File: src/rtl/core/lkr_pkg.sv
// Shared sizes, result codes and structures of the line keyword recognizer.
package lkr_pkg;

	// Table geometry
	localparam int KEYWORD_COUNT   = 16;
	localparam int MAX_KEYWORD_LEN = 16;
	localparam int KW_IDX_W        = $clog2(KEYWORD_COUNT);
	localparam int POS_IDX_W       = $clog2(MAX_KEYWORD_LEN);
	localparam int POS_W           = $clog2(MAX_KEYWORD_LEN + 1);

	// Result kinds
	localparam logic [1:0] KIND_FOUND = 2'd0;
	localparam logic [1:0] KIND_NONE  = 2'd1;
	localparam logic [1:0] KIND_END   = 2'd2;

	typedef struct packed {
		logic [7:0] comment_mark;
		logic [7:0] separator_char;
		logic [7:0] end_of_line_char;
	} cfg_t;

	typedef struct packed {
		logic [1:0]  result_kind;
		logic [3:0]  keyword_number;
		logic [15:0] line_total;
		logic        last;
	} result_t;

	// Up to two result words pushed into the output queue together
	typedef struct packed {
		logic [1:0] count;
		result_t    first;
		result_t    second;
	} push_t;

endpackage

File: src/rtl/core/lkr_lane.sv
// One keyword row of the table with its compare against the current character.
module lkr_lane (
	input  logic                          clk,
	input  logic                          wr_en,
	input  logic [lkr_pkg::POS_IDX_W-1:0] wr_pos,
	input  logic [7:0]                    wr_byte,
	input  logic [lkr_pkg::POS_W-1:0]     rd_pos,
	input  logic [7:0]                    text_char,
	output logic                          first_hit,
	output logic                          pos_hit
);
	import lkr_pkg::*;

	logic [7:0] row_q [MAX_KEYWORD_LEN];

	// Load one table byte
	always_ff @(posedge clk) begin
		if (wr_en) begin
			row_q[wr_pos] <= wr_byte;
		end
	end

	// Compare the opening byte and the byte at the match position
	assign first_hit = (row_q[0] == text_char);
	assign pos_hit   = (int'(rd_pos) < MAX_KEYWORD_LEN) &&
	                   (row_q[rd_pos[POS_IDX_W-1:0]] == text_char);

endmodule

File: src/rtl/core/lkr_outq.sv
// Two-entry result queue that parts the scanner from the result channel.
module lkr_outq (
	input  logic             clk,
	input  logic             arst_n,
	input  lkr_pkg::push_t   push,
	output logic [1:0]       room,
	input  logic             result_ready,
	output logic             result_valid,
	output lkr_pkg::result_t head
);
	import lkr_pkg::*;

	logic [1:0] cnt_q;
	result_t    e0_q;
	result_t    e1_q;
	logic       pop;
	logic [1:0] left;
	result_t    b0;

	assign result_valid = (cnt_q != 2'd0);
	assign pop          = result_valid && result_ready;
	assign left         = cnt_q - {1'b0, pop};
	assign room         = 2'd2 - left;
	assign b0           = pop ? e1_q : e0_q;
	assign head         = e0_q;

	// Track occupancy
	always_ff @(posedge clk or negedge arst_n) begin
		if (!arst_n) begin
			cnt_q <= 2'd0;
		end else begin
			cnt_q <= left + push.count;
		end
	end

	// Advance the head and append new words behind what stays
	always_ff @(posedge clk) begin
		case (left)
			2'd0: begin
				e0_q <= push.first;
				e1_q <= push.second;
			end
			2'd1: begin
				e0_q <= b0;
				e1_q <= push.first;
			end
			default: begin
				e0_q <= b0;
				e1_q <= e1_q;
			end
		endcase
	end

endmodule

File: src/rtl/core/lkr_scan.sv
// Input register, scan state and combinational recognition step.
module lkr_scan (
	input  logic           clk,
	input  logic           arst_n,
	input  lkr_pkg::cfg_t  cfg,
	input  logic           item_valid,
	output logic           item_ready,
	input  logic [1:0]     command,
	input  logic [7:0]     char_value,
	input  logic [3:0]     keyword_slot,
	input  logic [3:0]     char_position,
	input  logic [1:0]     room,
	output lkr_pkg::push_t push
);
	import lkr_pkg::*;

	localparam logic [1:0] CMD_TEXT  = 2'd0;
	localparam logic [1:0] CMD_END   = 2'd1;
	localparam logic [1:0] CMD_WRITE = 2'd2;

	typedef enum logic [1:0] {
		PH_START,
		PH_SKIP,
		PH_COMMENT,
		PH_MATCH
	} phase_t;

	// Input register
	logic       valid_s1;
	logic [1:0] cmd_s1;
	logic [7:0] char_s1;
	logic [3:0] slot_s1;
	logic [3:0] cpos_s1;

	// Scan state
	phase_t                   phase_q;
	logic [KEYWORD_COUNT-1:0] mask_q;
	logic [POS_W-1:0]         pos_q;
	logic [15:0]              lines_q;

	// Next state and results
	phase_t                   phase_d;
	phase_t                   start_phase;
	logic [KEYWORD_COUNT-1:0] mask_d;
	logic [POS_W-1:0]         pos_d;
	logic [15:0]              lines_d;
	logic [1:0]               n_res;
	logic [1:0]               kind0;
	logic [KW_IDX_W-1:0]      num0;
	logic                     restart;

	logic [KEYWORD_COUNT-1:0] first_hits;
	logic [KEYWORD_COUNT-1:0] pos_hits;
	logic [KEYWORD_COUNT-1:0] hits;
	logic [KW_IDX_W-1:0]      found_num;
	logic                     found;
	logic                     is_sep;
	logic                     fire;
	logic                     table_wr;

	assign fire       = valid_s1 && (n_res <= room);
	assign item_ready = !valid_s1 || fire;
	assign table_wr   = fire && (cmd_s1 == CMD_WRITE) &&
	                    (int'(cpos_s1) < MAX_KEYWORD_LEN);

	// Keyword rows, all compared at once
	for (genvar k = 0; k < KEYWORD_COUNT; k++) begin : g_lane
		lkr_lane u_lane (
			.clk       (clk),
			.wr_en     (table_wr && (int'(slot_s1) == k)),
			.wr_pos    (POS_IDX_W'(cpos_s1)),
			.wr_byte   (char_s1),
			.rd_pos    (pos_q),
			.text_char (char_s1),
			.first_hit (first_hits[k]),
			.pos_hit   (pos_hits[k])
		);
	end

	assign is_sep = (char_s1 == cfg.separator_char);
	assign hits   = mask_q & pos_hits;
	assign found  = is_sep && (hits != '0);

	// Pick the lowest keyword that ends here
	always_comb begin
		found_num = '0;
		for (int k = KEYWORD_COUNT - 1; k >= 0; k--) begin
			if (hits[k]) begin
				found_num = KW_IDX_W'(k);
			end
		end
	end

	// Recognition step for the item in the input register
	always_comb begin
		phase_d     = phase_q;
		mask_d      = mask_q;
		pos_d       = pos_q;
		lines_d     = lines_q;
		n_res       = 2'd0;
		kind0       = KIND_NONE;
		num0        = '0;
		restart     = 1'b0;
		start_phase = (phase_q == PH_MATCH) ? PH_START : phase_q;
		case (cmd_s1)
			CMD_END: begin
				phase_d = PH_START;
				mask_d  = '0;
				pos_d   = '0;
				n_res   = 2'd1;
				kind0   = KIND_END;
			end
			CMD_TEXT: begin
				case (phase_q)
					PH_COMMENT: begin
						if (char_s1 == cfg.end_of_line_char) begin
							lines_d = lines_q + 16'd1;
							phase_d = PH_START;
							mask_d  = '0;
							pos_d   = '0;
						end
					end
					PH_MATCH: begin
						if (found) begin
							n_res   = 2'd1;
							kind0   = KIND_FOUND;
							num0    = found_num;
							phase_d = PH_START;
							mask_d  = '0;
							pos_d   = '0;
						end else if (!is_sep && (hits != '0)) begin
							mask_d = hits;
							pos_d  = pos_q + POS_W'(1);
						end else begin
							n_res   = 2'd1;
							kind0   = KIND_NONE;
							restart = 1'b1;
						end
					end
					default: begin
						restart = 1'b1;
					end
				endcase
			end
			default: begin
			end
		endcase

		// Treat the character as the opening of a request
		if (restart) begin
			phase_d = PH_START;
			mask_d  = '0;
			pos_d   = '0;
			if ((start_phase == PH_START) && (char_s1 == cfg.comment_mark)) begin
				if (char_s1 == cfg.end_of_line_char) begin
					lines_d = lines_q + 16'd1;
				end else begin
					phase_d = PH_COMMENT;
				end
			end else if (is_sep) begin
				phase_d = PH_SKIP;
			end else if (first_hits == '0) begin
				if (n_res == 2'd0) begin
					kind0 = KIND_NONE;
				end
				n_res = n_res + 2'd1;
			end else begin
				mask_d  = first_hits;
				pos_d   = POS_W'(1);
				phase_d = PH_MATCH;
			end
		end
	end

	// Build the words for the result queue
	always_comb begin
		push.count  = fire ? n_res : 2'd0;
		push.first  = '{kind0, 4'(num0), lines_q, (n_res == 2'd1)};
		push.second = '{KIND_NONE, 4'd0, lines_q, 1'b1};
	end

	// Hold scan state and input register occupancy
	always_ff @(posedge clk or negedge arst_n) begin
		if (!arst_n) begin
			valid_s1 <= 1'b0;
			phase_q  <= PH_START;
			mask_q   <= '0;
			pos_q    <= '0;
			lines_q  <= 16'd0;
		end else begin
			if (item_ready) begin
				valid_s1 <= item_valid;
			end
			if (fire) begin
				phase_q <= phase_d;
				mask_q  <= mask_d;
				pos_q   <= pos_d;
				lines_q <= lines_d;
			end
		end
	end

	// Capture an accepted word
	always_ff @(posedge clk) begin
		if (item_valid && item_ready) begin
			cmd_s1  <= command;
			char_s1 <= char_value;
			slot_s1 <= keyword_slot;
			cpos_s1 <= char_position;
		end
	end

endmodule

File: src/rtl/core/line_keyword_recognizer.sv
// Top level of the line keyword recognizer: register port, scanner and result queue.
//
// Use: text, end-of-input and table-load words enter on the item channel
// (item_valid/item_ready), one word per cycle while the input register can
// advance. Each word is held in an input register and handled there against all
// keyword rows at once; its results land in a two-entry result queue and leave
// on the result channel (result_valid/result_ready), one word per handshake.
// Throughput: one word per cycle while the result channel keeps up; a word
// that gives two results takes two handshakes on the result channel. The
// input register advances only when the queue has room for all results of
// its word, so a stalled receiver holds the queue and then the item channel,
// and nothing is lost.
// Configuration: comment, separator and end-of-line characters at byte
// addresses 0, 4 and 8 of the APB port, to be written by the user only while
// idle; the block itself does not enforce this.
// Reset: characters return to 35, 32 and 10, the scan returns to request
// start and the comment line count clears. Keyword table contents are not
// cleared and must be loaded before use; there is no clearing pass.
module line_keyword_recognizer (
	input  logic        clk,
	input  logic        arst_n,
	input  logic        psel,
	input  logic        penable,
	input  logic        pwrite,
	input  logic [3:0]  paddr,
	input  logic [31:0] pwdata,
	output logic [31:0] prdata,
	output logic        pready,
	input  logic        item_valid,
	output logic        item_ready,
	input  logic [1:0]  command,
	input  logic [7:0]  char_value,
	input  logic [3:0]  keyword_slot,
	input  logic [3:0]  char_position,
	output logic        result_valid,
	input  logic        result_ready,
	output logic [1:0]  result_kind,
	output logic [3:0]  keyword_number,
	output logic [15:0] line_total,
	output logic        last
);
	import lkr_pkg::*;

	localparam logic [1:0] REG_COMMENT     = 2'd0;
	localparam logic [1:0] REG_SEPARATOR   = 2'd1;
	localparam logic [1:0] REG_END_OF_LINE = 2'd2;

	cfg_t       cfg_q;
	push_t      push;
	logic [1:0] room;
	result_t    head;
	logic [1:0] reg_idx;

	assign reg_idx = paddr[3:2];
	assign pready  = 1'b1;

	// Write configuration registers
	always_ff @(posedge clk or negedge arst_n) begin
		if (!arst_n) begin
			cfg_q.comment_mark     <= 8'd35;
			cfg_q.separator_char   <= 8'd32;
			cfg_q.end_of_line_char <= 8'd10;
		end else if (psel && penable && pwrite) begin
			case (reg_idx)
				REG_COMMENT:     cfg_q.comment_mark     <= pwdata[7:0];
				REG_SEPARATOR:   cfg_q.separator_char   <= pwdata[7:0];
				REG_END_OF_LINE: cfg_q.end_of_line_char <= pwdata[7:0];
				default: begin
				end
			endcase
		end
	end

	// Read back configuration registers
	always_comb begin
		case (reg_idx)
			REG_COMMENT:     prdata = {24'd0, cfg_q.comment_mark};
			REG_SEPARATOR:   prdata = {24'd0, cfg_q.separator_char};
			REG_END_OF_LINE: prdata = {24'd0, cfg_q.end_of_line_char};
			default:         prdata = 32'd0;
		endcase
	end

	lkr_scan u_scan (
		.clk           (clk),
		.arst_n        (arst_n),
		.cfg           (cfg_q),
		.item_valid    (item_valid),
		.item_ready    (item_ready),
		.command       (command),
		.char_value    (char_value),
		.keyword_slot  (keyword_slot),
		.char_position (char_position),
		.room          (room),
		.push          (push)
	);

	lkr_outq u_outq (
		.clk          (clk),
		.arst_n       (arst_n),
		.push         (push),
		.room         (room),
		.result_ready (result_ready),
		.result_valid (result_valid),
		.head         (head)
	);

	assign result_kind    = head.result_kind;
	assign keyword_number = head.keyword_number;
	assign line_total     = head.line_total;
	assign last           = head.last;

	// Only a found keyword carries a number
	a_number_only_found: assert property (@(posedge clk) disable iff (!arst_n)
		(result_valid && (result_kind != KIND_FOUND)) |-> (keyword_number == 4'd0))
		else $error("keyword number set on a result that is not a keyword");

	// End of input always closes the results of its word
	a_end_is_last: assert property (@(posedge clk) disable iff (!arst_n)
		(result_valid && (result_kind == KIND_END)) |-> last)
		else $error("end-of-input result not marked last");

	// The scanner never pushes more words than the queue can take
	a_queue_room: assert property (@(posedge clk) disable iff (!arst_n)
		push.count <= room)
		else $error("result queue overrun");

endmodule

File: config.mk
export PLATFORM = sky130hd
export DESIGN_NAME = line_keyword_recognizer
export DESIGN_NICKNAME = d
export VERILOG_FILES = /design/src/rtl/core/lkr_pkg.sv /design/src/rtl/core/lkr_lane.sv /design/src/rtl/core/lkr_outq.sv /design/src/rtl/core/lkr_scan.sv /design/src/rtl/core/line_keyword_recognizer.sv
export SDC_FILE = /design/constraint.sdc
export NUM_CORES = 2
export LEC_CHECK = 0
export BUFFER_PORTS_ARGS = -buffer_cell sky130_fd_sc_hd__buf_4
export CORE_MARGIN = 3
export CORE_UTILIZATION = 39
export DETAILED_ROUTE_END_ITERATION = 8
export PLACE_DENSITY = 0.59
export SETUP_SLACK_MARGIN = 0.05
export SYNTH_ARGS = -nofsm -noshare
export SYNTH_HDL_FRONTEND = slang
export SYNTH_SLANG_ARGS = --single-unit
export TNS_END_PERCENT = 30
File: constraint.sdc
create_clock -name clk -period 9.2 [get_ports clk]
set_input_delay 0.92 -clock clk [delete_from_list [all_inputs] [get_ports clk]]
set_output_delay 0.92 -clock clk [all_outputs]
set_load 0.03 [all_outputs]
==> flow_summary.ini <==
[clock_tree]
cts_tree = yes
cts_hold_buf = 1
clk_latency_ns = 0.86
cts_buffer_depth = 3
h-tree-depth = 4
cts_resized = 0
cts_sinks = 2178
cts_setup_buffers = 0
root_buffer = clkbuf_16
cts.clk_slew.worst_paths_ns = 0.07
cts_inserted_buffers = 217

[detailed_routing]
antenna_left = 0
route.vias.total = 47007
wl_per_cell_um = 28.4
wl_mm = 238
drt_iter0_drc = 4777
route.detailed.drc = 0
viasPerCell = 5.60
drt_first_pass_iters = 5

[sta]
worstMarginPinSlew_ns = 1.33
hold_viol = 0
finClkSkew_ns = 0.0389
finalCritPeriodShare_pct = 92.6
setup-tns-final_ns = 0
timing.fmax_ghz = 0.117
setup-violations-final = 0
max_slew_margin_pct = 10.8
final_period_minus_worst_setup_slack_ns = 8.52
setup_slack_ns = 0.684
finalMaxSlewViolations = 0
rsz0062_at_grt = no

[logic_synthesis]
synth-seq-cells = 2178
synth_compound_area_share_pct = 2.66
synth.area.mux_share_pct = 15.3
synth_top_area_share_pct = 70.6
synthSimpleGateAreaFrac_pct = 3.86
yosysTopAreaCell = edfxtp_1
synthXorXnorAreaFrac_pct = 3.24
yosysUniqueCellTypes = 91
avgSynthCellArea_um2 = 19.0
seq_area_frac_synth_pct = 72.4
synth_area_um2 = 89900
ys_top_cells_by_count = 2112 x edfxtp_1, 403 x mux4_2, 331 x mux2i_1, 328 x nor2_1, 201 x xnor2_1
yosys_warnings = 0
async_reset_ff_share_pct = 3.03
synth_fa_ha_area_share_pct = 0.153
synth_top_family_by_area = multiplexers
synth.most_common_cell = edfxtp_1
synthCells = 4739
synth-edff-count = 2112
synthFlopType = edfxtp_1
synth_area_leaders = edfxtp_1 71%, mux4_2 10%, mux2i_1 3.7%

[setup_path]
rrSetupSlack_ns = 0.68
cp.arrival_ns = 9.00
worstSetupEndpointType = flip-flop
crit_required_ns = 9.68
cp-start-kind = flip-flop
path_class = flip-flop to flip-flop
critPathMaxFanout = 34

[grt]
grt_pass1_wl_mm = 343
antenna_found_initial = 9
use_met1_pct = 28.2
grt_use_met2_pct = 32.1
track_usage_pct = 20.0
grt.busiest_layer = met2
use_met3_pct = 3.40
first_global_vias = 47221
grt_max_degree = 108
overflow = 0

[power_and_ir_drop]
power_mw = 25.9
powerDensity_nw_per_um2 = 251
p_leak_nw = 32.7
max-vdd-ir-drop_mv = 0.189

[floorplan]
start_util_pct = 39.4
core_area_um2 = 228000
ios = 119
die_w_um = 486
dieArea_um2 = 236000
chipHeight_um = 486
rows = 175

[cells_and_area]
drive_gt1_share_pct = 26.5
syn2layout_area_growth_pct = 14.9
final_nets = 5274
fin_area_um2 = 103000

[min_path]
min_path_type = input port to flip-flop

[placed_design]
io_buffers = 67
place_area_um2 = 96100
place_congestion = 0.836
post-place-ws_ns = 0.722
hpwl_mm = 148

[run_status]
status = complete, no violations

[run]
cap_violations = 0
## registers in the layout (all words and copies together), names as in the netlist
| name | cells |
|---|---|
| u_outq.head | 23 |
| u_scan.slot_s1 | 4 |
| cfg_q | 24 |
| u_scan.lines_q | 16 |
| u_outq.cnt_q | 2 |
| u_scan.valid_s1 | 1 |
| u_scan.cpos_s1 | 4 |
| u_scan.mask_q | 16 |
| u_scan.char_s1 | 8 |
| u_scan.g_lane.u_lane.row_q | 2048 |
| u_scan.pos_q | 5 |
| u_outq.e1_q | 23 |
| u_scan.cmd_s1 | 2 |
| u_scan.phase_q | 2 |
## final cells by class
| type | instances | area [um^2] |
|---|---|---|
| inverters | 22 | 87.6 |
| multi-input cells | 2266 | 22800 |
| clock buffers | 274 | 5830 |
| well taps | 3009 | 3760 |
| diodes | 3 | 7.51 |
| repair buffers | 517 | 4320 |
| fillers | 19409 | 125000 |
| flip-flops and latches | 2178 | 65100 |
| clock inverters | 126 | 1300 |
## critical path, stage by stage, from the launching register on
cell and delay (ns):
dfrtp_4 0.92, nor2b_4 0.86, a22oi_1 0.25, a21o_1 0.21
a221oi_1 0.50, o21ai_0 0.21, or4b_2 0.75, nand4bb_1 0.29
and4b_1 0.27, buf_4 0.17, a21oi_4 0.35, nor2_1 0.10
ha_1 0.30, nor2b_1 0.14, o21ai_0 0.17, nand2_1 0.17
nor3_1 0.64, nor3b_1 0.30, buf_4 0.17, nand2_1 0.45
nor2_1 0.84
## cell usage in the layout, fill, tap and decap left out, types with 8 or more instances in the layout
master,n
xnor2_1,201
mux2i_1,331
clkinv_2,43
mux2_1,12
xor2_1,131
clkbuf_16,219
o211ai_1,8
bufinv_16,21
clkbuf_1,41
clkinvlp_4,8
buf_12,35
and2_1,9
mux4_2,403
clkbuf_8,14
a21oi_1,22
nor2b_1,31
nand2_1,126
buf_4,481
a211oi_1,13
a22oi_1,59
and3_1,20
nand3_1,33
conb_1,25
dfrtp_1,56
a31oi_1,15
inv_1,18
o22ai_1,54
clkinv_1,41
nand2_2,9
edfxtp_1,2112
a221oi_1,28
nor2_1,327
nor4_1,31
o21ai_0,32
ha_1,11
o21ai_1,11
nor3_1,23
nand4_1,35
mux2_2,110
## cell families (layout without fill, tap and decap cells)
family / after synthesis / in the layout
flip-flops: 2178 / 2178
buffers and inverters: 318 / 939
AND/OR/NAND/NOR: 718 / 718
XOR/XNOR: 332 / 332
AO/OA/AOI/OAI: 324 / 324
other: 2 / 28
multiplexers: 856 / 856
adder cells (fa/ha/maj): 11 / 11
## report_power, final
part,switching [mW],internal [mW]
registers,0.233,12.1
logic,3.11,1.58
clock network,3.78,5.07
total,7.13,18.7
## routing by layer
metal  wire length (um)  part of all wire (%)
met1             101000                    42
met2             115000                    48
met3              17500                   7.3
met4               5710                   2.4
met5                 12                0.0050
## path summary, 6_finish.rpt
path	end	cells past startpoint	start
worst min-delay path	u_scan.slot_s1[2]$_DFFE_PP_	1	keyword_slot[2]
worst max register to register	u_scan.g_lane[4].u_lane.row_q[0][2]$_DFFE_PP_	20	u_scan.pos_q[2]$_DFFE_PN0P_
min in group asynchronous	u_scan.lines_q[12]$_DFFE_PN0P_	2	arst_n
worst max-delay path	u_scan.g_lane[4].u_lane.row_q[0][2]$_DFFE_PP_	20	u_scan.pos_q[2]$_DFFE_PN0P_
max in group asynchronous	u_scan.pos_q[0]$_DFFE_PN0P_	3	arst_n
worst min register to register	u_scan.mask_q[13]$_DFFE_PN0P_	2	u_scan.mask_q[13]$_DFFE_PN0P_
## per-stage QoR
| stage | utilization, % | cells | hold slack, ns |
|---|---|---|---|
| after floorplan | - | 4762 | 0.457 |
| after global placement | 42.1 | 7991 | 0.481 |
| after detailed placement | 42.1 | 7991 | 0.483 |
| after CTS | 45.2 | 8392 | 0.176 |
| after global routing | 45.2 | 8393 | 0.183 |
| final | 45.2 | 8395 | 0.241 |
No activity file was read; power rests on OpenSTA's default activity.
